===== src/hdl/bbcm_pkg.sv =====
// ----------------------------------------------------------------------------
// Block buffer cache manager package
// Shared opcode and status codes, the queue entry type and the response type.
// ----------------------------------------------------------------------------
`default_nettype none
package bbcm_pkg;
    typedef enum logic [2:0] {
        OP_GET = 3'd0, OP_RELEASE = 3'd1, OP_DIRTY = 3'd2,
        OP_WRITEBACK = 3'd3, OP_WB_RELEASE = 3'd4
    } opcode_t;

    localparam logic [1:0] ST_OK       = 2'd0;
    localparam logic [1:0] ST_RANGE    = 2'd1;
    localparam logic [1:0] ST_NOT_HELD = 2'd2;
    localparam logic [1:0] ST_NO_FREE  = 2'd3;

    typedef struct packed {
        logic [2:0]  opcode;
        logic [15:0] device;
        logic [31:0] block_number;
        logic [7:0]  slot;
    } cmd_t;

    typedef struct packed {
        logic [1:0]  status;
        logic [7:0]  result_slot;
        logic        slot_dirty;
        logic        read_request;
        logic        writeback_request;
        logic [15:0] writeback_device;
        logic [31:0] writeback_block;
    } rsp_t;
endpackage
`default_nettype wire


===== src/hdl/bbcm_front.sv =====
// ----------------------------------------------------------------------------
// Block buffer cache manager front end
// Accepts words, drops undefined opcodes and queues commands (two entries).
// ----------------------------------------------------------------------------
`default_nettype none
module bbcm_front (
    input  wire logic           aclk,
    input  wire logic           aresetn,
    input  wire logic           in_valid,
    output logic                in_ready,
    input  wire bbcm_pkg::cmd_t in_cmd,
    output logic                q_valid,
    input  wire logic           q_take,
    output bbcm_pkg::cmd_t      q_cmd
);
    import bbcm_pkg::*;

    cmd_t       mem_reg [2];
    logic       wr_ptr_reg, rd_ptr_reg;
    logic [1:0] cnt_reg;
    logic       push;

    assign in_ready = (cnt_reg != 2'd2);
    assign push     = in_valid && in_ready && (in_cmd.opcode <= OP_WB_RELEASE);
    assign q_valid  = (cnt_reg != 2'd0);
    assign q_cmd    = mem_reg[rd_ptr_reg];

    always_ff @(posedge aclk) begin
        if (push) begin
            mem_reg[wr_ptr_reg] <= in_cmd;
        end
        if (!aresetn) begin
            wr_ptr_reg <= 1'b0;
            rd_ptr_reg <= 1'b0;
            cnt_reg    <= 2'd0;
        end else begin
            if (push) wr_ptr_reg <= ~wr_ptr_reg;
            if (q_take) rd_ptr_reg <= ~rd_ptr_reg;
            cnt_reg <= cnt_reg + {1'b0, push} - {1'b0, q_take};
        end
    end
endmodule
`default_nettype wire


===== src/hdl/bbcm_back.sv =====
// ----------------------------------------------------------------------------
// Block buffer cache manager back end
// Holds the slot tags and flags and executes one command at a time:
// a lookup state that registers hit and victim, then an update state.
// ----------------------------------------------------------------------------
`default_nettype none
module bbcm_back #(
    parameter int NUM_BUFFERS = 16,
    parameter int COUNT_BITS  = 8
) (
    input  wire logic           aclk,
    input  wire logic           aresetn,
    input  wire logic           q_valid,
    output logic                q_take,
    input  wire bbcm_pkg::cmd_t q_cmd,
    output logic                out_valid,
    input  wire logic           out_ready,
    output bbcm_pkg::rsp_t      out_rsp
);
    import bbcm_pkg::*;

    localparam int SW = (NUM_BUFFERS > 1) ? $clog2(NUM_BUFFERS) : 1;
    localparam logic [COUNT_BITS-1:0] CMAX = '1;

    typedef enum logic [1:0] {S_IDLE, S_LOOK, S_EXEC} state_t;

    state_t              state_reg;
    cmd_t                cmd_reg;
    logic [15:0]         tdev_reg [NUM_BUFFERS];
    logic [31:0]         tblk_reg [NUM_BUFFERS];
    logic [NUM_BUFFERS-1:0] valid_reg, dirty_reg, used_reg;
    logic [COUNT_BITS-1:0] cnt_reg [NUM_BUFFERS];
    logic [SW-1:0]       scan_reg;
    logic                hit_reg, found_reg;
    logic [SW-1:0]       hslot_reg, vslot_reg;
    logic                out_valid_reg;
    rsp_t                rsp_reg;
    rsp_t                rsp_next;

    // Slot index base + k, wrapped into 0..NUM_BUFFERS-1 (both below N).
    function automatic logic [SW-1:0] scan_pos(input logic [SW-1:0] base, input int k);
        logic [SW:0] sum;
        sum = {1'b0, base} + (SW+1)'(k);
        if (sum >= (SW+1)'(NUM_BUFFERS)) sum = sum - (SW+1)'(NUM_BUFFERS);
        return sum[SW-1:0];
    endfunction

    // lookup logic
    logic          hit_c, clean_f, dirty_f;
    logic [SW-1:0] hslot_c, clean_s, dirty_s, pos;

    always_comb begin
        hit_c = 1'b0; hslot_c = '0;
        clean_f = 1'b0; clean_s = '0; dirty_f = 1'b0; dirty_s = '0;
        pos = '0;
        for (int i = NUM_BUFFERS - 1; i >= 0; i--) begin
            if (valid_reg[i] && tdev_reg[i] == cmd_reg.device
                    && tblk_reg[i] == cmd_reg.block_number) begin
                hit_c = 1'b1; hslot_c = SW'(i);
            end
        end
        // scan order: offsets 0..N-1 from scan_reg; first clean, last dirty
        for (int k = NUM_BUFFERS - 1; k >= 0; k--) begin
            pos = scan_pos(scan_reg, k);
            if (!used_reg[pos] && !dirty_reg[pos]) begin
                clean_f = 1'b1; clean_s = pos;
            end
        end
        for (int k = 0; k < NUM_BUFFERS; k++) begin
            pos = scan_pos(scan_reg, k);
            if (!used_reg[pos] && dirty_reg[pos]) begin
                dirty_f = 1'b1; dirty_s = pos;
            end
        end
    end

    logic in_rng;
    logic [SW-1:0] as;
    assign in_rng = (32'(cmd_reg.slot) < NUM_BUFFERS);
    assign as     = cmd_reg.slot[SW-1:0];
    assign q_take = (state_reg == S_IDLE) && q_valid && !out_valid_reg;
    assign out_valid = out_valid_reg;
    assign out_rsp   = rsp_reg;

    // Response word of the command in the update cycle.
    always_comb begin
        rsp_next = '0;
        if (cmd_reg.opcode == OP_GET) begin
            if (hit_reg) begin
                rsp_next.result_slot = 8'(hslot_reg);
                rsp_next.slot_dirty  = dirty_reg[hslot_reg];
            end else if (!found_reg) begin
                rsp_next.status = ST_NO_FREE;
            end else begin
                if (dirty_reg[vslot_reg]) begin
                    rsp_next.writeback_request = 1'b1;
                    rsp_next.writeback_device  = tdev_reg[vslot_reg];
                    rsp_next.writeback_block   = tblk_reg[vslot_reg];
                end
                rsp_next.read_request = 1'b1;
                rsp_next.result_slot  = 8'(vslot_reg);
            end
        end else begin
            rsp_next.result_slot = cmd_reg.slot;
            if (!in_rng) begin
                rsp_next.status = ST_RANGE;
            end else if (cmd_reg.opcode == OP_DIRTY) begin
                rsp_next.slot_dirty = 1'b1;
            end else if (cnt_reg[as] == '0) begin
                rsp_next.status     = ST_NOT_HELD;
                rsp_next.slot_dirty = dirty_reg[as];
            end else if (cmd_reg.opcode != OP_RELEASE && valid_reg[as] && dirty_reg[as]) begin
                rsp_next.writeback_request = 1'b1;
                rsp_next.writeback_device  = tdev_reg[as];
                rsp_next.writeback_block   = tblk_reg[as];
                rsp_next.slot_dirty        = 1'b0;
            end else begin
                rsp_next.slot_dirty = dirty_reg[as];
            end
        end
    end

    always_ff @(posedge aclk) begin
        if (!aresetn) begin
            state_reg <= S_IDLE;
            valid_reg <= '0; dirty_reg <= '0; used_reg <= '0;
            scan_reg <= '0; out_valid_reg <= 1'b0;
            for (int i = 0; i < NUM_BUFFERS; i++) begin
                tdev_reg[i] <= '0; tblk_reg[i] <= '0; cnt_reg[i] <= '0;
            end
        end else begin
            if (out_valid_reg && out_ready) out_valid_reg <= 1'b0;
            unique case (state_reg)
                S_IDLE: begin
                    if (q_take) begin
                        cmd_reg <= q_cmd;
                        state_reg <= S_LOOK;
                    end
                end
                S_LOOK: begin
                    hit_reg   <= hit_c;
                    hslot_reg <= hslot_c;
                    found_reg <= clean_f || dirty_f;
                    vslot_reg <= clean_f ? clean_s : dirty_s;
                    state_reg <= S_EXEC;
                end
                S_EXEC: begin
                    state_reg <= S_IDLE;
                    out_valid_reg <= 1'b1;
                    rsp_reg <= rsp_next;
                    if (cmd_reg.opcode == OP_GET) begin
                        if (hit_reg) begin
                            if (cnt_reg[hslot_reg] != CMAX)
                                cnt_reg[hslot_reg] <= cnt_reg[hslot_reg] + 1'b1;
                            used_reg[hslot_reg] <= 1'b1;
                        end else begin
                            scan_reg <= scan_pos(scan_reg, 1);
                            if (found_reg) begin
                                if (dirty_reg[vslot_reg]) begin
                                    dirty_reg[vslot_reg] <= 1'b0;
                                end
                                tdev_reg[vslot_reg] <= cmd_reg.device;
                                tblk_reg[vslot_reg] <= cmd_reg.block_number;
                                valid_reg[vslot_reg] <= 1'b1;
                                used_reg[vslot_reg] <= 1'b1;
                                if (cnt_reg[vslot_reg] != CMAX)
                                    cnt_reg[vslot_reg] <= cnt_reg[vslot_reg] + 1'b1;
                            end
                        end
                    end else begin
                        if (!in_rng) begin
                            // Out of range: no state change.
                        end else if (cmd_reg.opcode == OP_DIRTY) begin
                            dirty_reg[as] <= 1'b1;
                        end else if (cnt_reg[as] != '0) begin
                            if (cmd_reg.opcode != OP_RELEASE && valid_reg[as]
                                    && dirty_reg[as]) begin
                                dirty_reg[as] <= 1'b0;
                            end
                            if (cmd_reg.opcode == OP_RELEASE
                                    || cmd_reg.opcode == OP_WB_RELEASE) begin
                                cnt_reg[as] <= cnt_reg[as] - 1'b1;
                                if (cnt_reg[as] == COUNT_BITS'(1)) used_reg[as] <= 1'b0;
                            end
                        end
                    end
                end
                default: state_reg <= S_IDLE;
            endcase
        end
    end
endmodule
`default_nettype wire


===== src/hdl/block_buffer_cache_manager_unit.sv =====
// ----------------------------------------------------------------------------
// Block buffer cache manager
// Tag and flag manager for a fixed set of block buffers.
// ----------------------------------------------------------------------------
// A word passes through the queue, the lookup and the update before it reaches
// m_. The back end takes a new command only once the result of the last one
// has been handed off, after its take, lookup and update sequence. Reset
// (aresetn low, synchronous) clears all tags, flags, counts, the scan origin
// and the command queue; no clearing pass.
`default_nettype none
module block_buffer_cache_manager_unit #(
    parameter int NUM_BUFFERS = 16,
    parameter int COUNT_BITS  = 8
) (
    input  wire logic        aclk,
    input  wire logic        aresetn,
    input  wire logic        s_tvalid,
    output logic             s_tready,
    // opcode[2:0], device[18:3], block_number[50:19], slot[58:51], zeros
    input  wire logic [63:0] s_tdata,
    output logic             m_tvalid,
    input  wire logic        m_tready,
    // status[1:0], result_slot[9:2], slot_dirty[10], read_request[11],
    // writeback_request[12], writeback_device[28:13],
    // writeback_block[60:29], zeros
    output logic [63:0]      m_tdata
);
    import bbcm_pkg::*;

    cmd_t in_cmd, q_cmd;
    rsp_t rsp;
    logic q_valid, q_take;

    // Unpack the incoming word into the command fields.
    assign in_cmd.opcode       = s_tdata[2:0];
    assign in_cmd.device       = s_tdata[18:3];
    assign in_cmd.block_number = s_tdata[50:19];
    assign in_cmd.slot         = s_tdata[58:51];

    // The front end queues commands so acceptance continues while the back
    // end works or its result waits.
    bbcm_front u_front (
        .aclk(aclk), .aresetn(aresetn),
        .in_valid(s_tvalid), .in_ready(s_tready), .in_cmd(in_cmd),
        .q_valid(q_valid), .q_take(q_take), .q_cmd(q_cmd)
    );

    bbcm_back #(.NUM_BUFFERS(NUM_BUFFERS), .COUNT_BITS(COUNT_BITS)) u_back (
        .aclk(aclk), .aresetn(aresetn),
        .q_valid(q_valid), .q_take(q_take), .q_cmd(q_cmd),
        .out_valid(m_tvalid), .out_ready(m_tready), .out_rsp(rsp)
    );

    // Pack the result word, low field first.
    assign m_tdata = {3'b000, rsp.writeback_block, rsp.writeback_device,
                      rsp.writeback_request, rsp.read_request, rsp.slot_dirty,
                      rsp.result_slot, rsp.status};

    // A read request always comes with an ok status.
    a_rd_ok: assert property (@(posedge aclk) disable iff (!aresetn)
        m_tvalid && m_tdata[11] |-> m_tdata[1:0] == ST_OK)
        else $error("read request with bad status");
    // A non-ok result never carries a write back.
    a_wb_ok: assert property (@(posedge aclk) disable iff (!aresetn)
        m_tvalid && m_tdata[12] |-> m_tdata[1:0] == ST_OK)
        else $error("write back with bad status");
    // The result holds while stalled.
    a_hold: assert property (@(posedge aclk) disable iff (!aresetn)
        m_tvalid && !m_tready |=> m_tvalid && $stable(m_tdata))
        else $error("result changed while stalled");
endmodule
`default_nettype wire


===== config.mk =====
export PLATFORM = sky130hd
export DESIGN_NAME = block_buffer_cache_manager_unit
export DESIGN_NICKNAME = d
export VERILOG_FILES = /design/src/hdl/bbcm_pkg.sv /design/src/hdl/bbcm_front.sv /design/src/hdl/bbcm_back.sv /design/src/hdl/block_buffer_cache_manager_unit.sv
export SDC_FILE = /design/constraint.sdc
export NUM_CORES = 2
export LEC_CHECK = 0
export BUFFER_PORTS_ARGS = -buffer_cell sky130_fd_sc_hd__buf_2
export CORE_ASPECT_RATIO = 1.5
export CORE_UTILIZATION = 40
export DETAILED_ROUTE_END_ITERATION = 12
export PLACE_DENSITY_LB_ADDON = 0.25
export SLEW_MARGIN = 20
export SYNTH_ARGS = -nofsm -noshare
export SYNTH_HDL_FRONTEND = slang
export SYNTH_SLANG_ARGS = --single-unit

===== constraint.sdc =====
create_clock -name aclk -period 12.47 [get_ports aclk]
set_input_delay 1.247 -clock aclk [delete_from_list [all_inputs] [get_ports aclk]]
set_output_delay 1.247 -clock aclk [all_outputs]
set_load 0.02 [all_outputs]

# Word level (Yosys, flattened, before mapping)
# Memory sizes are Yosys's and may differ from the RTL's. A register that Yosys moved wholly into a read port is not among the register bits.
# Cells that the tools add are included.
dict set report totals {
  reg_bits 130
  ram_bits 1014
  inputBits 68
  word_cells 566
  mem_count 4
}
dict set report classes {
  add_sub_neg 36
  magnitude_cmp 40
  n_eq_ne 48
  n_mux 264
  bitwise 13
  n_reduce_logical 138
}
# memory words width read_ports rd_ports_with_merged_regs write_ports line_no
set memory_table {}
lappend memory_table {u_back.tblk_reg 16 32 18 1 16 bbcm_back.sv:30} ;# logic [31:0] tblk_reg [NUM_BUFFERS];
lappend memory_table {u_back.tdev_reg 16 16 18 1 16 bbcm_back.sv:29} ;# logic [15:0] tdev_reg [NUM_BUFFERS];
lappend memory_table {u_back.cnt_reg 16 8 3 1 16 bbcm_back.sv:32} ;# logic [COUNT_BITS-1:0] cnt_reg [NUM_BUFFERS];
lappend memory_table {u_front.mem_reg 2 59 1 1 1 bbcm_front.sv:18} ;# cmd_t mem_reg [2];
# cell n
set ops {}
lappend ops {{== test 32 bit} 16}
lappend ops {{two-way mux 49 bit} 7}
lappend ops {{two-way mux 16 bit} 17}
lappend ops {{two-way mux 4 bit} 66}
lappend ops {{== test 16 bit} 16}
lappend ops {{binary-select mux 1 bit (select 4 bit)} 36}
lappend ops {{two-way mux 1 bit} 115}
lappend ops {{less-than comparator 4 x 5 -> 1 bit (second input constant)} 19}
lappend ops {{>= comparator 5 bit (second input constant)} 15}
lappend ops {{logical AND 1 bit} 74}
lappend ops {{OR 16 bit} 4}
lappend ops {{subtractor 4 x 1 -> 4 bit (second input constant)} 16}
lappend ops {{two-way mux 50 bit} 1}
lappend ops {{AND 16 bit} 3}
lappend ops {{adder 4 x 4 -> 5 bit (second input constant)} 8}
lappend ops {{zero test 1 bit} 33}
lappend ops {{two-way mux 32 bit} 1}
lappend ops {{two-way mux 8 bit} 4}
lappend ops {{NOT 16 bit} 2}
lappend ops {{OR reduction 32 bit} 1}
lappend ops {{OR reduction 8 bit} 4}
lappend ops {{adder 4 x 3 -> 5 bit (second input constant)} 4}
lappend ops {{adder 8 x 1 -> 8 bit (second input constant)} 2}
lappend ops {{two-way mux 2 bit} 8}
lappend ops {{other kinds (39)} 67}

# Logic depth before layout (Yosys ltp)
dict set report logic_depth {
  word_depth 25
  mapped_depth 20
  ltp_nobuf 14
}

# Modules after synthesis
# Synthesis repeated with hierarchy kept, for this count alone.
dict set report unflattened {
  cells_unflattened 5671
  hier_area_um2 73629.4
}
# mod n_inst cells_per_inst area_per_inst_um2
set modules_own_cells {}
lappend modules_own_cells {bbcm_back 1 5458 69068.7}
lappend modules_own_cells {bbcm_front 1 209 4534.3}
lappend modules_own_cells {block_buffer_cache_manager_unit 1 4 26.3}

# Least setup slack after synthesis
# OpenSTA, ideal clock, no wires.
dict set report synth_path {
  path_type {in2reg}
  startpoint {input port aresetn}
  endpoint {memory u_back.tblk_reg[11][0], enable pin}
  arrival_time_ns 7.023
  required_ns 11.950
  path_slack_ns 4.926
  cell_stages 6
  n_path_buf 2
  path_cell_list {nand2_1 -> inv_1 -> nand2_1 -> clkbuf_1 -> clkbuf_1 -> o21ai_0}
}
# element line_no
set synth_rtl {}
lappend synth_rtl {{from (decl)} block_buffer_cache_manager_unit.sv:16} ;# input wire logic aresetn,
lappend synth_rtl {{to (decl)} bbcm_back.sv:30}

==> results.toml <==
[status]
status = "finished, final reports clean"

[detailed_routing]
drt-total-wl_um = 411000
dr_total_vias = 57400
viasPerCell = 6.98
firstDrtPassIters = 6
avgRoutedWirePerCell_um = 50.0
drtAntennaViolNets = 0
initialDrtViolationCount = 8885
route.detailed.drc = 0

[worst_setup_path]
max_stage_delay_ns = 0.80
path_max_fanout = 41
end_kind = "flop"
crit_top_cell = "buf_4"
crit_arrival_ns = 6.81
worstPathRequired_ns = 12.86
startpoint_type = "flop"
setup.worst_path.class = "flop to flop"
cpMaxStageDelayCell = "buf_4"
r2r_start = "u_back.as[0]$_DFFE_PP_"
cp-startpoint = "u_back.as[0]$_DFFE_PP_"
worstPathCellList = "buf_4 > buf_4 > mux4_2 > mux4_2 > nor4_2 > nand2b_1 > nor2_2 > nor2_1 > nand3_4 > buf_4 > buf_4 > o22ai_1"

[synthesis]
synth_simple_gate_area_share_pct = 12.6
synth_area_mm2 = 0.0738
ys_warn_count = 0
ys_seq_elements = 1207
async_flop_share_pct = 0
synth_cells = 5702
synth_compound_area_share_pct = 4.03
synth-edff-count = 1144
ys_seq_area_share_pct = 48.3
synth_xor_area_share_pct = 8.69
syn_avg_cell_area_um2 = 12.9
synthTopCellsByArea = "edfxtp_1 47%, mux4_2 20%, xnor2_1 5.1%"
synthAdderAreaFrac_pct = 0.203
yosys-mux-area-fraction_pct = 22.2
ys_types = 90
post-synth-top-area-fraction_pct = 46.6
synth_top_cell_by_area = "edfxtp_1"
synth_top_flop_cell = "edfxtp_1"
synth_top_family_by_area = "multiplexers"

[timing]
fin_skew_ns = 0.0726
fmax_ghz = 0.156
finalSetupViolCount = 0
whs_ns = 0.502
slew_violations = 0
worst_pin_slew_ns = 1.40
maxSlewHeadroom_pct = 5.93
tns_ns = 0
timing.final.crit_share_pct = 51.4
timing.final.crit_period_ns = 6.41
rsz0062_at_grt = "no"
hold_viol = 0

[cells_and_area]
final_common_cell = "edfxtp_1"
drive_above_1_share_pct = 25.2
largest_reg_flops = 512
stdcell_count = 8217
nFillCells = 16600
nets = 5730
area_growth_pct = 11.8
multiInputGateArea_mm2 = 0.0359
regArea_mm2 = 0.0356
layout_common_cells = "1144 x edfxtp_1, 665 x mux4_2, 543 x nor3_1"

[cts]
clk_pin_slew_ns = 0.07
clockBufferDepth = 4
cts_tree = "done"
numCtsBuffers = 141
htree_levels = 4
clock-root-buffer = "clkbuf_16"
cts_num_sinks = 1207
cts_setup_buffers = 0
insertion_delay_ns = 0.85
cts_repair_resize_count = 0
hold_buffers = 0

[floorplan]
fp.dieH_um = 528
core_mm2 = 0.183
start_util_pct = 40.4
row_count = 192
io_pins = 134
die_w_um = 353
die-area_mm2 = 0.186

[pwr]
ir_drop_mv = 0.147
p_leak_nw = 27.0
cellPowerDensity_mw_per_mm2 = 162
p_total_mw = 13.4

[placed_design]
dp.cells = 7925
gp_congestion = 1.10
port_buffers = 125
hpwl_um = 299000

[flow_run]
cap_violations = 0

[global_route]
gr-total-overflow = 0
grt_pass1_wl_um = 531000
grt_max_degree = 175
grt_usage_pct = 43.7
antenna_found_initial = 61
grt_pass1_vias = 53500

[min_path]
worstHoldStart = "u_back.valid_reg[11]$_SDFFE_PN0P_"
min_path_type = "flop to flop"
## area by class of cell
cell class | instances | area share (%)
Clock inverter | 69 | 0.949
Antenna cell | 42 | 0.127
Clock buffer | 174 | 4.58
Timing Repair Buffer | 375 | 3.16
Multi-Input combinational cell | 3746 | 43.5
Inverter | 179 | 0.820
Sequential cell | 1207 | 43.2
Tap cell | 2425 | 3.68
## path summary, 6_finish.rpt
check                                            to  slack (ns)  cells past startpoint
setup / recovery       u_back.out_rsp[32]$_DFFE_PP_        6.06                     12
hold / removal    u_back.valid_reg[11]$_SDFFE_PN0P_        0.50                      1
setup reg to reg       u_back.out_rsp[32]$_DFFE_PP_        6.06                     12
hold reg to reg   u_back.valid_reg[11]$_SDFFE_PN0P_        0.50                      1
## synthesized netlist by cell type, types with 10 or more instances
cell,instances
a221oi_1,21
nand3_1,77
buf_4,16
ha_1,12
o22ai_1,72
o21ai_0,89
edfxtp_1,1144
nand4_1,143
a21oi_1,64
o21ai_1,10
nand2_1,168
nor4_1,104
nor2_1,266
clkbuf_1,441
mux2i_1,55
nor3b_1,13
a21o_1,22
xor2_1,294
dfxtp_1,63
and2_1,293
clkinv_1,17
buf_1,77
a2111oi_0,14
nand2b_1,28
a22oi_1,24
xnor2_1,431
inv_1,161
o2111ai_1,10
mux2_2,75
nor3_1,547
a211oi_1,11
nor2b_1,57
mux4_2,665
o31a_1,15
buf_2,32
## logic make-up after synthesis
group,after synthesis
compound gates,442
xor+xnor,728
fa+ha+maj,12
buf+inv,751
flops,1207
mux,795
other cells,1
simple gates,1766
## power by group
part | internal [mW] | switching (mW) | total, mW | leakage, nW
sequential | 4.66 | 0.227 | 4.88 | 12.1
combinational | 1.32 | 2.87 | 4.19 | 12.7
clock | 2.49 | 1.82 | 4.31 | 2.21
total | 8.46 | 4.92 | 13.4 | 27.0
## metal layers
metal / GRT usage (%) / routed length (um) / vias up / part of all wire, %
li1: - / - / 21800 / -
met2: 67.6 / 186000 / 4520 / 45
met4: 44.3 / 50600 / 26 / 12
met3: 10.4 / 41000 / 1245 / 10
met5: 0 / 153 / - / 0.037
met1: 48.6 / 133000 / 29800 / 32
## critical path, delay by kind of cell (launching register included)
family | cells | cell delay (ns)
buffers and inverters | 4 | 2.67
and+or+nand+nor | 5 | 1.12
AOI/OAI and AO/OA | 1 | 0.52
muxes | 2 | 1.17
DFF | 1 | 0.34
## metrics by stage
step / utilization, % / setup WS (ns) / instance area (um2)
after floorplan: - / 4.93 / 73800
after global placement: 42.4 / 6.22 / 77500
after detailed placement: 42.5 / 6.11 / 77600
after CTS: 44.9 / 6.08 / 82200
after global routing: 45.1 / 5.99 / 82400
final: 45.1 / 6.06 / 82500
No activity file was read; power rests on OpenSTA's default activity.
